### config.mk
export PLATFORM = sky130hd
export DESIGN_NAME = auto_ranging_audio_bar_meter_unit
export DESIGN_NICKNAME = d
export VERILOG_FILES = /design/src/design/arbm_pkg.sv /design/src/design/arbm_div.sv /design/src/design/auto_ranging_audio_bar_meter_unit.sv
export SDC_FILE = /design/constraint.sdc
export NUM_CORES = 2
export LEC_CHECK = 0
export BUFFER_PORTS_ARGS = -buffer_cell sky130_fd_sc_hd__buf_2
export CAP_MARGIN = 20
export CORE_MARGIN = 2
export CORE_UTILIZATION = 45
export DETAILED_ROUTE_END_ITERATION = 12
export SLEW_MARGIN = 20
export SYNTH_ARGS = -nofsm -noshare
export SYNTH_HDL_FRONTEND = slang
export SYNTH_SLANG_ARGS = --single-unit
export TNS_END_PERCENT = 1
### constraint.sdc
create_clock -name clk -period 7.9 [get_ports clk]
set_input_delay 0.395 -clock clk [delete_from_list [all_inputs] [get_ports clk]]
set_output_delay 0.395 -clock clk [all_outputs]
set_load 0.005 [all_outputs]
### src/design/arbm_pkg.sv
// Package: shared types and constants of the bar meter.
`default_nettype none
package arbm_pkg;
    localparam int unsigned SampleW = 10;
    localparam int unsigned AvgW    = 11;
    localparam int unsigned HeightW = 7;

    localparam logic [1:0] REG_LED_COUNT   = 2'd0;
    localparam logic [1:0] REG_CENTER_TRIM = 2'd1;
    localparam logic [1:0] REG_NOISE_FLOOR = 2'd2;

    typedef enum logic [3:0] {
        ST_IDLE,
        ST_CLEAR,
        ST_FRONT,
        ST_DIV,
        ST_EMIT,
        ST_WRITE,
        ST_SCAN,
        ST_AVG
    } state_t;

    typedef struct packed {
        logic start;
        logic [15:0] num;
        logic [10:0] den;
    } div_req_t;

    typedef struct packed {
        logic busy;
        logic done;
        logic [15:0] quot;
    } div_rsp_t;

    // Rainbow wheel, position 0..255 -> packed {r,g,b}.
    function automatic logic [23:0] wheel(input logic [7:0] pos);
        logic [7:0] p;
        logic [9:0] t;
        begin
            if (pos < 8'd85)
            begin
                t = {2'b0, pos} * 10'd3;
                wheel = {t[7:0], 8'd255 - t[7:0], 8'd0};
            end
            else if (pos < 8'd170)
            begin
                p = pos - 8'd85;
                t = {2'b0, p} * 10'd3;
                wheel = {8'd255 - t[7:0], 8'd0, t[7:0]};
            end
            else
            begin
                p = pos - 8'd170;
                if (p > 8'd85)
                begin
                    p = 8'd85;
                end
                t = {2'b0, p} * 10'd3;
                wheel = {8'd0, t[7:0], 8'd255 - t[7:0]};
            end
        end
    endfunction
endpackage
`default_nettype wire

### src/design/arbm_div.sv
// Module: restoring divider, one quotient bit per cycle.
`default_nettype none
module arbm_div
    import arbm_pkg::*;
(
    input  wire logic     clk,
    input  wire logic     rst_n,
    input  wire div_req_t req,
    output div_rsp_t      rsp
);
    logic [15:0] quot_reg, quot_next;
    logic [11:0] rem_reg, rem_next;
    logic [4:0]  cnt_reg, cnt_next;
    logic        busy_reg, busy_next;
    logic        done_reg, done_next;
    logic [10:0] den_reg, den_next;
    logic [11:0] trial;

    always_comb
    begin
        quot_next = quot_reg;
        rem_next  = rem_reg;
        cnt_next  = cnt_reg;
        busy_next = busy_reg;
        den_next  = den_reg;
        done_next = 1'b0;
        trial     = {rem_reg[10:0], quot_reg[15]};
        if (req.start)
        begin
            quot_next = req.num;
            rem_next  = '0;
            den_next  = req.den;
            cnt_next  = 5'd16;
            busy_next = 1'b1;
        end
        else if (busy_reg)
        begin
            if (trial >= {1'b0, den_reg})
            begin
                rem_next  = trial - {1'b0, den_reg};
                quot_next = {quot_reg[14:0], 1'b1};
            end
            else
            begin
                rem_next  = trial;
                quot_next = {quot_reg[14:0], 1'b0};
            end
            cnt_next = cnt_reg - 5'd1;
            if (cnt_reg == 5'd1)
            begin
                busy_next = 1'b0;
                done_next = 1'b1;
            end
        end
    end

    always_ff @(posedge clk or negedge rst_n)
    begin
        if (!rst_n)
        begin
            busy_reg <= 1'b0;
            done_reg <= 1'b0;
            cnt_reg  <= '0;
        end
        else
        begin
            busy_reg <= busy_next;
            done_reg <= done_next;
            cnt_reg  <= cnt_next;
        end
    end

    always_ff @(posedge clk)
    begin
        quot_reg <= quot_next;
        rem_reg  <= rem_next;
        den_reg  <= den_next;
    end

    assign rsp = '{busy: busy_reg, done: done_reg, quot: quot_reg};
endmodule
`default_nettype wire

### src/design/auto_ranging_audio_bar_meter_unit.sv
// Module: auto-ranging audio bar meter, top level.
// Flow: the sample word is taken in IDLE; a height divide runs when max average > min average,
// and a position divide runs for each lit LED on a multi-LED strip before its word leaves.
// Each LED word leaves when the output is open; then the window scan and averager update;
// one sample at a time.
// Reset: clearing pass over the window; registers to led_count 16, center trim 0, floor 10.
`default_nettype none
module auto_ranging_audio_bar_meter_unit
    import arbm_pkg::*;
#(
    parameter int unsigned WINDOW_SIZE = 64,
    parameter int unsigned MAX_LEDS    = 64
)
(
    input  wire logic        clk,
    input  wire logic        rst_n,
    // APB configuration port
    input  wire logic        psel,
    input  wire logic        penable,
    input  wire logic        pwrite,
    input  wire logic [3:0]  paddr,
    input  wire logic [31:0] pwdata,
    output logic [31:0]      prdata,
    output logic             pready,
    // sample input: tdata[9:0] mic_sample, rest zero
    input  wire logic        s_tvalid,
    output logic             s_tready,
    input  wire logic [15:0] s_tdata,
    // LED output: tdata[5:0] led_index, [13:6] red, [21:14] green,
    // [29:22] blue, [36:30] bar_height, rest zero
    output logic             m_tvalid,
    input  wire logic        m_tready,
    output logic [39:0]      m_tdata,
    output logic             m_tlast
);
    localparam int unsigned PtrW = (WINDOW_SIZE > 1) ? $clog2(WINDOW_SIZE) : 1;
    localparam int unsigned CntW = $clog2(WINDOW_SIZE + 1);

    // ---------------- configuration ----------------
    logic [6:0] led_count_reg;
    logic [6:0] center_trim_reg;
    logic [8:0] noise_floor_reg;
    logic       wr_en;
    logic [1:0] reg_idx;

    assign pready  = 1'b1;
    assign wr_en   = psel && penable && pwrite;
    assign reg_idx = paddr[3:2];

    always_ff @(posedge clk or negedge rst_n)
    begin
        if (!rst_n)
        begin
            led_count_reg   <= 7'd16;
            center_trim_reg <= 7'd0;
            noise_floor_reg <= 9'd10;
        end
        else if (wr_en)
        begin
            unique case (reg_idx)
                REG_LED_COUNT:   led_count_reg   <= pwdata[6:0];
                REG_CENTER_TRIM: center_trim_reg <= pwdata[6:0];
                REG_NOISE_FLOOR: noise_floor_reg <= pwdata[8:0];
                default: ;
            endcase
        end
    end

    always_comb
    begin
        unique case (reg_idx)
            REG_LED_COUNT:   prdata = {25'd0, led_count_reg};
            REG_CENTER_TRIM: prdata = {25'd0, center_trim_reg};
            REG_NOISE_FLOOR: prdata = {23'd0, noise_floor_reg};
            default:         prdata = '0;
        endcase
    end

    // clamped count and scale top
    logic [6:0] count;
    logic [6:0] top;
    assign count = (led_count_reg > 7'(MAX_LEDS)) ? 7'(MAX_LEDS) : led_count_reg;
    assign top   = count + 7'd2;

    // ---------------- window memory ----------------
    logic [SampleW-1:0] win_mem [WINDOW_SIZE];
    logic               mem_we;
    logic [PtrW-1:0]    mem_waddr;
    logic [SampleW-1:0] mem_wdata;
    logic [PtrW-1:0]    mem_raddr;
    logic [SampleW-1:0] mem_rdata_reg;

    always_ff @(posedge clk)
    begin
        if (mem_we)
        begin
            win_mem[mem_waddr] <= mem_wdata;
        end
        mem_rdata_reg <= win_mem[mem_raddr];
    end

    // ---------------- state ----------------
    state_t state_reg, state_next;
    logic [SampleW-1:0] smooth_reg;
    logic [PtrW-1:0]    wptr_reg;
    logic [AvgW-1:0]    min_avg_reg, max_avg_reg;
    logic [SampleW-1:0] mag_reg;
    logic [HeightW-1:0] height_reg;
    logic [CntW-1:0]    scan_reg;       // clear / scan counter
    logic [SampleW-1:0] lo_reg, hi_reg;
    logic [5:0]         led_reg;        // current LED index
    logic               pos_wait_reg;   // position divide in flight for this LED
    logic               pos_rdy_reg;    // position quotient held for this LED
    logic [6:0]         pos_q_reg;
    logic               frac_neg_reg;

    // output register
    logic       ovalid_reg;
    logic [39:0] odata_reg;
    logic       olast_reg;

    div_req_t dreq;
    div_rsp_t drsp;

    arbm_div u_div (.clk(clk), .rst_n(rst_n), .req(dreq), .rsp(drsp));

    // ---- front end (combinational, one add chain) ----
    logic signed [11:0] centred;
    logic        [10:0] absmag;
    logic        [SampleW-1:0] n_val;
    logic        [12:0] smooth_sum;
    logic        [SampleW-1:0] smooth_new;
    assign centred = $signed({2'b0, s_tdata[9:0]}) - 12'sd512
                     - {{5{center_trim_reg[6]}}, center_trim_reg};
    assign absmag  = centred[11] ? 11'(-centred) : centred[10:0];
    assign n_val   = (absmag <= {2'b0, noise_floor_reg}) ? '0
                     : SampleW'(absmag - {2'b0, noise_floor_reg});
    assign smooth_sum = {3'b0, smooth_reg} * 13'd7 + {3'b0, n_val};
    assign smooth_new = smooth_sum[12:3];

    // ---- height numerator: top * (smoothed - min) ----
    logic signed [11:0] diff_s;
    logic        [10:0] diff_abs;
    logic        [17:0] prod;
    logic        [AvgW-1:0] den;
    logic               den_pos;
    assign diff_s   = $signed({2'b0, smooth_reg}) - $signed({1'b0, min_avg_reg});
    assign diff_abs = diff_s[11] ? 11'(-diff_s) : diff_s[10:0];
    assign prod     = {11'd0, top} * {7'd0, diff_abs};
    assign den_pos  = max_avg_reg > min_avg_reg;
    assign den      = max_avg_reg - min_avg_reg;

    // ---- LED colour ----
    logic        lit;
    logic        need_pos;          // lit LED on a multi-LED strip needs its wheel position
    logic [23:0] rgb;
    logic [7:0]  pos;
    assign lit      = {1'b0, led_reg} < height_reg;
    assign need_pos = lit && (count > 7'd1);
    assign pos      = (count > 7'd1) ? {1'b0, pos_q_reg} + 8'd30 : 8'd30;
    assign rgb      = wheel(pos);

    // ---- scan/averagers ----
    logic [SampleW:0]   hi_cl;
    logic [17:0]        min_sum, max_sum;
    assign hi_cl   = ({1'b0, hi_reg} - {1'b0, lo_reg} < {4'd0, top})
                     ? {1'b0, lo_reg} + {4'd0, top} : {1'b0, hi_reg};
    assign min_sum = {7'd0, min_avg_reg} * 18'd63 + {8'd0, lo_reg};
    assign max_sum = {7'd0, max_avg_reg} * 18'd63 + {7'd0, hi_cl};

    logic s_acc, m_free;
    assign s_tready = (state_reg == ST_IDLE);
    assign s_acc    = s_tvalid && s_tready;
    assign m_free   = !ovalid_reg || m_tready;

    logic last_scan;
    assign last_scan = (scan_reg == CntW'(WINDOW_SIZE - 1));

    // an LED word leaves when the output is open and its colour is known
    logic emit_go;
    assign emit_go = (state_reg == ST_EMIT) && m_free && (!need_pos || pos_rdy_reg);

    // next state
    always_comb
    begin
        state_next = state_reg;
        unique case (state_reg)
            ST_CLEAR: if (last_scan) state_next = ST_IDLE;
            ST_IDLE:  if (s_acc) state_next = ST_FRONT;
            ST_FRONT: state_next = den_pos ? ST_DIV : (count == 7'd0 ? ST_WRITE : ST_EMIT);
            ST_DIV:   if (drsp.done) state_next = (count == 7'd0) ? ST_WRITE : ST_EMIT;
            ST_EMIT:
                if (emit_go && {1'b0, led_reg} == count - 7'd1)
                    state_next = ST_WRITE;
            ST_WRITE: state_next = ST_SCAN;
            ST_SCAN:  if (scan_reg == CntW'(WINDOW_SIZE)) state_next = ST_AVG;
            ST_AVG:   state_next = ST_IDLE;
            default:  state_next = ST_IDLE;
        endcase
    end

    // datapath control
    always_comb
    begin
        dreq      = '{start: 1'b0, num: '0, den: '0};
        mem_we    = 1'b0;
        mem_waddr = wptr_reg;
        mem_wdata = mag_reg;
        mem_raddr = scan_reg[PtrW-1:0];
        unique case (state_reg)
            ST_CLEAR:
            begin
                mem_we    = 1'b1;
                mem_waddr = scan_reg[PtrW-1:0];
                mem_wdata = '0;
            end
            ST_FRONT:
                if (den_pos)
                begin
                    dreq = '{start: 1'b1, num: 16'(prod), den: den};
                end
            ST_EMIT:
                if (need_pos && !pos_wait_reg && !pos_rdy_reg && !drsp.busy)
                begin
                    dreq = '{start: 1'b1, num: 16'({1'b0, led_reg} * 13'd120),
                             den: 11'(count - 7'd1)};
                end
            ST_WRITE: mem_we = 1'b1;
            default: ;
        endcase
    end

    always_ff @(posedge clk or negedge rst_n)
    begin
        if (!rst_n)
        begin
            state_reg    <= ST_CLEAR;
            smooth_reg   <= '0;
            wptr_reg     <= '0;
            min_avg_reg  <= '0;
            max_avg_reg  <= AvgW'(512);
            scan_reg     <= '0;
            led_reg      <= '0;
            pos_wait_reg <= 1'b0;
            pos_rdy_reg  <= 1'b0;
            ovalid_reg   <= 1'b0;
        end
        else
        begin
            state_reg <= state_next;
            if (emit_go)
                ovalid_reg <= 1'b1;
            else if (m_tready)
                ovalid_reg <= 1'b0;
            unique case (state_reg)
                ST_CLEAR: scan_reg <= last_scan ? '0 : scan_reg + 1'b1;
                ST_IDLE:
                    if (s_acc)
                    begin
                        smooth_reg <= smooth_new;
                    end
                ST_FRONT:
                begin
                    led_reg      <= '0;
                    pos_wait_reg <= 1'b0;
                    pos_rdy_reg  <= 1'b0;
                end
                ST_EMIT:
                begin
                    // quotient is held until the output opens
                    if (dreq.start)
                    begin
                        pos_wait_reg <= 1'b1;
                    end
                    else if (pos_wait_reg && drsp.done)
                    begin
                        pos_wait_reg <= 1'b0;
                        pos_rdy_reg  <= 1'b1;
                    end
                    else if (emit_go)
                    begin
                        pos_rdy_reg <= 1'b0;
                        led_reg     <= led_reg + 6'd1;
                    end
                end
                ST_WRITE:
                begin
                    wptr_reg <= (wptr_reg == PtrW'(WINDOW_SIZE - 1)) ? '0 : wptr_reg + 1'b1;
                    scan_reg <= '0;
                end
                ST_SCAN: scan_reg <= scan_reg + 1'b1;
                ST_AVG:
                begin
                    min_avg_reg <= min_sum[16:6];
                    max_avg_reg <= max_sum[16:6];
                end
                default: ;
            endcase
        end
    end

    // payload registers
    logic [15:0] q_clip;
    always_comb
    begin
        q_clip = drsp.quot;
    end

    always_ff @(posedge clk)
    begin
        if (s_acc)
        begin
            mag_reg <= n_val;
        end
        if (state_reg == ST_FRONT)
        begin
            height_reg   <= top;
            frac_neg_reg <= diff_s[11];
        end
        if (state_reg == ST_DIV && drsp.done)
        begin
            if (frac_neg_reg)
                height_reg <= '0;
            else if (q_clip > {9'd0, top})
                height_reg <= top;
            else
                height_reg <= q_clip[6:0];
        end
        if (state_reg == ST_EMIT && pos_wait_reg && drsp.done)
        begin
            pos_q_reg <= drsp.quot[6:0];
        end
        if (emit_go)
        begin
            odata_reg <= {3'd0, height_reg, lit ? rgb[7:0] : 8'd0,
                          lit ? rgb[15:8] : 8'd0, lit ? rgb[23:16] : 8'd0, led_reg};
            olast_reg <= ({1'b0, led_reg} == count - 7'd1);
        end
        // scan: read data arrives in the cycle after its address
        if (state_reg == ST_SCAN)
        begin
            if (scan_reg == CntW'(1))
            begin
                lo_reg <= mem_rdata_reg;
                hi_reg <= mem_rdata_reg;
            end
            else if (scan_reg != '0)
            begin
                if (mem_rdata_reg < lo_reg)
                    lo_reg <= mem_rdata_reg;
                else if (mem_rdata_reg > hi_reg)
                    hi_reg <= mem_rdata_reg;
            end
        end
    end

    assign m_tvalid = ovalid_reg;
    assign m_tdata  = odata_reg;
    assign m_tlast  = olast_reg;
endmodule
`default_nettype wire

==> impl_metrics.json <==
{
  "clock_skew_ns": 0.0680,
  "clock_path_buffers": 3,
  "nNetsFinal": 3964,
  "drive_above_1_share_pct": 16.3,
  "vias": 27000,
  "critPathMaxStageDelay_ns": 0.52,
  "rsz0062_at_grt": "false",
  "critPathLaunchType": "flop",
  "insertion_delay_ns": 0.70,
  "path_clk_slew_ns": 0.07,
  "layout_commonest_cell": "edfxtp_1",
  "htreeDepth": 3,
  "die_area_um2": 106000,
  "grt_first_pass_wirelength_um": 165000,
  "cts_tree": "yes",
  "clock.fmax_mhz": 136,
  "antenna_cells": 0,
  "die_y_um": 326,
  "antenna_found_initial": 1,
  "maxCapViolations": 0,
  "syn_area_per_cell_um2": 13.9,
  "async_reset_ff_share_pct": 10.1,
  "slew_headroom_pct": 28.2,
  "synth_compound_area_share_pct": 6.92,
  "max_slew.worst_pin.slew_ns": 1.07,
  "finalHoldViolCount": 0,
  "drc": 0,
  "synthAdderAreaFrac_pct": 13.9,
  "grt_max_degree": 108,
  "hpwl_um": 73300,
  "synth-edff-count": 750,
  "cts_root_buffer": "clkbuf_16",
  "setup_tns_ns": 0,
  "yosysUniqueCellTypes": 96,
  "min_period_ns": 7.35,
  "slowest_stage": "fa_1",
  "fin_crit_sh_pct": 93.1,
  "worstHoldPathCells": 3,
  "crit_required_ns": 8.43,
  "slew_viol_final": 0,
  "grt-ovfl-total": 0,
  "io_pins": 135,
  "core-area_um2": 102000,
  "synthFlopType": "edfxtp_1",
  "drt_iter0_drc": 2018,
  "routabilityCongestion": 0.869,
  "synth-xor-area-share_pct": 2.88,
  "io_buffer_count": 76,
  "largest_reg_flops": 640,
  "syn_area_um2": 46500,
  "syn_to_final_growth_pct": 11.3,
  "muxShareOfSynthArea_pct": 11.1,
  "fillCellCount": 8826,
  "outcome": "completed",
  "yosysSeqAreaShare_pct": 54.0,
  "ant_nets": 0,
  "path_max_fanout": 7,
  "ys_seq_elements": 858,
  "wl_per_cell_um": 21.5,
  "multi_input_area_um2": 19800,
  "ys_warn_count": 0,
  "syn_inst": 3355,
  "firstDrtPassIters": 6,
  "rows": 117,
  "grt_usage_pct": 20.2,
  "cts_made_buffers": 91,
  "crit_type": "reg -> reg",
  "start_util_pct": 45.5,
  "hold_path.class": "in -> reg",
  "r2r_cells": 29,
  "register_area_um2": 25100,
  "end_kind": "flop",
  "via_per_inst": 5.48,
  "synth_top_family_by_area": "adder cells",
  "layout_common_cells": "edfxtp_1, inv_1, ha_1",
  "fp.dieW_um": 326,
  "setup_viol": 0,
  "cts_sinks": 858,
  "critPathMostFrequentCell": "inv_1",
  "worst_ep_arrival_time_ns": 7.88,
  "synth_simple_gate_area_share_pct": 7.22,
  "drt_wl_total_um": 106000,
  "grt_pass1_vias": 27300
}
-- worst max-delay path, delay by kind of cell (launching register included) --
kind                     cells  cell delay (ns)
buffers and inverters        5             0.43
AND/OR/NAND/NOR              5             0.91
XOR/XNOR                     1             0.23
AO/OA/AOI/OAI               12             2.66
adder cells (fa/ha/maj)      6             2.54
flip-flops                   1             0.45
-- metal layers --
layer / up-vias / global-route usage (%) / share of wire [%]
met3: 161 / 2.98 / 4.9
met4: 2 / 6.59 / 3.2
li1: 12600 / - / -
met5: - / 0 / 0.011
met2: 650 / 32.7 / 48
met1: 13600 / 28.3 / 44
-- area by class of cell --
cell class / count / area share, %
sequential: 858 / 48.6
clock buffer: 112 / 4.67
clock inverter: 54 / 1.17
tap: 1368 / 3.31
timing repair buffer: 138 / 1.74
inverter: 320 / 2.32
multi-input combinational: 2068 / 38.2
-- synthesized netlist by cell type (9+ instances only) --
cell | n | area share (%)
fa_1 | 148 | 6.4
a211oi_1 | 14 | 0.23
nand2b_1 | 39 | 0.52
nand4_1 | 21 | 0.28
o21ai_1 | 9 | 0.097
o22ai_1 | 13 | 0.17
or3_1 | 16 | 0.22
a21boi_0 | 10 | 0.16
a21o_1 | 58 | 0.94
dfxtp_1 | 21 | 0.90
nand2_1 | 170 | 1.4
o21bai_1 | 16 | 0.26
nand3b_1 | 13 | 0.21
nor2_1 | 252 | 2.0
xnor2_1 | 100 | 1.9
nor2b_1 | 37 | 0.50
nor3b_1 | 11 | 0.18
o21ai_0 | 129 | 1.4
a21oi_1 | 129 | 1.4
mux2i_1 | 22 | 0.47
inv_1 | 317 | 2.6
mux2_2 | 19 | 0.46
dfrtp_1 | 82 | 4.4
nand3_1 | 49 | 0.53
nor3_1 | 44 | 0.47
clkbuf_1 | 85 | 0.69
ha_1 | 280 | 7.5
a31oi_1 | 15 | 0.20
buf_1 | 17 | 0.14
o221ai_1 | 9 | 0.17
and2_1 | 11 | 0.15
mux4_2 | 210 | 10
buf_4 | 27 | 0.44
nor4_1 | 9 | 0.12
edfxtp_1 | 750 | 48
or2_2 | 17 | 0.23
xor2_1 | 53 | 1.0
o21a_1 | 15 | 0.24
-- cell families after synthesis --
| group | count (synthesis) |
|---|---|
| xor gates and xnor gates | 153 |
| muxes | 251 |
| adders and majority gates | 428 |
| buffers and inverters | 454 |
| other | 2 |
| AOI/OAI and AO/OA | 497 |
| DFF | 858 |
| and+or+nand+nor | 712 |
-- metrics by stage --
stage | instances | hold WS (ns) | area [µm²] | utilization [%] | setup WS [ns]
2_1_floorplan | 3380 | 0.0994 | 46600 | - | 1.03
3_3_place_gp | 4736 | 0.390 | 48500 | 47.5 | 0.352
3_5_place_dp | 4738 | 0.389 | 48600 | 47.5 | 0.256
4_1_cts | 4914 | 0.0206 | 51700 | 50.6 | 0.258
5_1_grt | 4918 | 0.0502 | 51800 | 50.7 | 0.0000586
6_report | 4918 | 0.0532 | 51800 | 50.7 | 0.549
-- final timing paths --
kind                                                 start  slack, ns                      endpoint
worst max-delay path            min_avg_reg[1]$_DFFE_PN0N_       0.55  u_div.quot_reg[15]$_DFFE_PP_
worst min register to register     height_reg[5]$_DFFE_PP_       0.46         m_tdata[35]$_DFFE_PP_
max in group asynchronous                            rst_n       6.32       scan_reg[0]$_DFFE_PN0P_
worst max register to register  min_avg_reg[1]$_DFFE_PN0N_       0.55  u_div.quot_reg[15]$_DFFE_PP_
min in group asynchronous                            rst_n       0.24        led_reg[1]$_DFFE_PN0P_
worst min-delay path                              m_tready       0.05          m_tvalid$_DFFE_PN0P_
-- timing repair --
| action | 4_1_cts | 5_1_grt |
|---|---|---|
| hold endpoints to repair | 43 | 0 |
| setup endpoints to repair | 0 | 5 |
| buffers inserted | 0 | 2 |
| gates resized for setup | 0 | 3 |
| hold buffers | 10 | 0 |
Power is left out: the tool's default activity adds up to more than one toggle a clock period on the data nets, which glitch-free logic cannot reach.
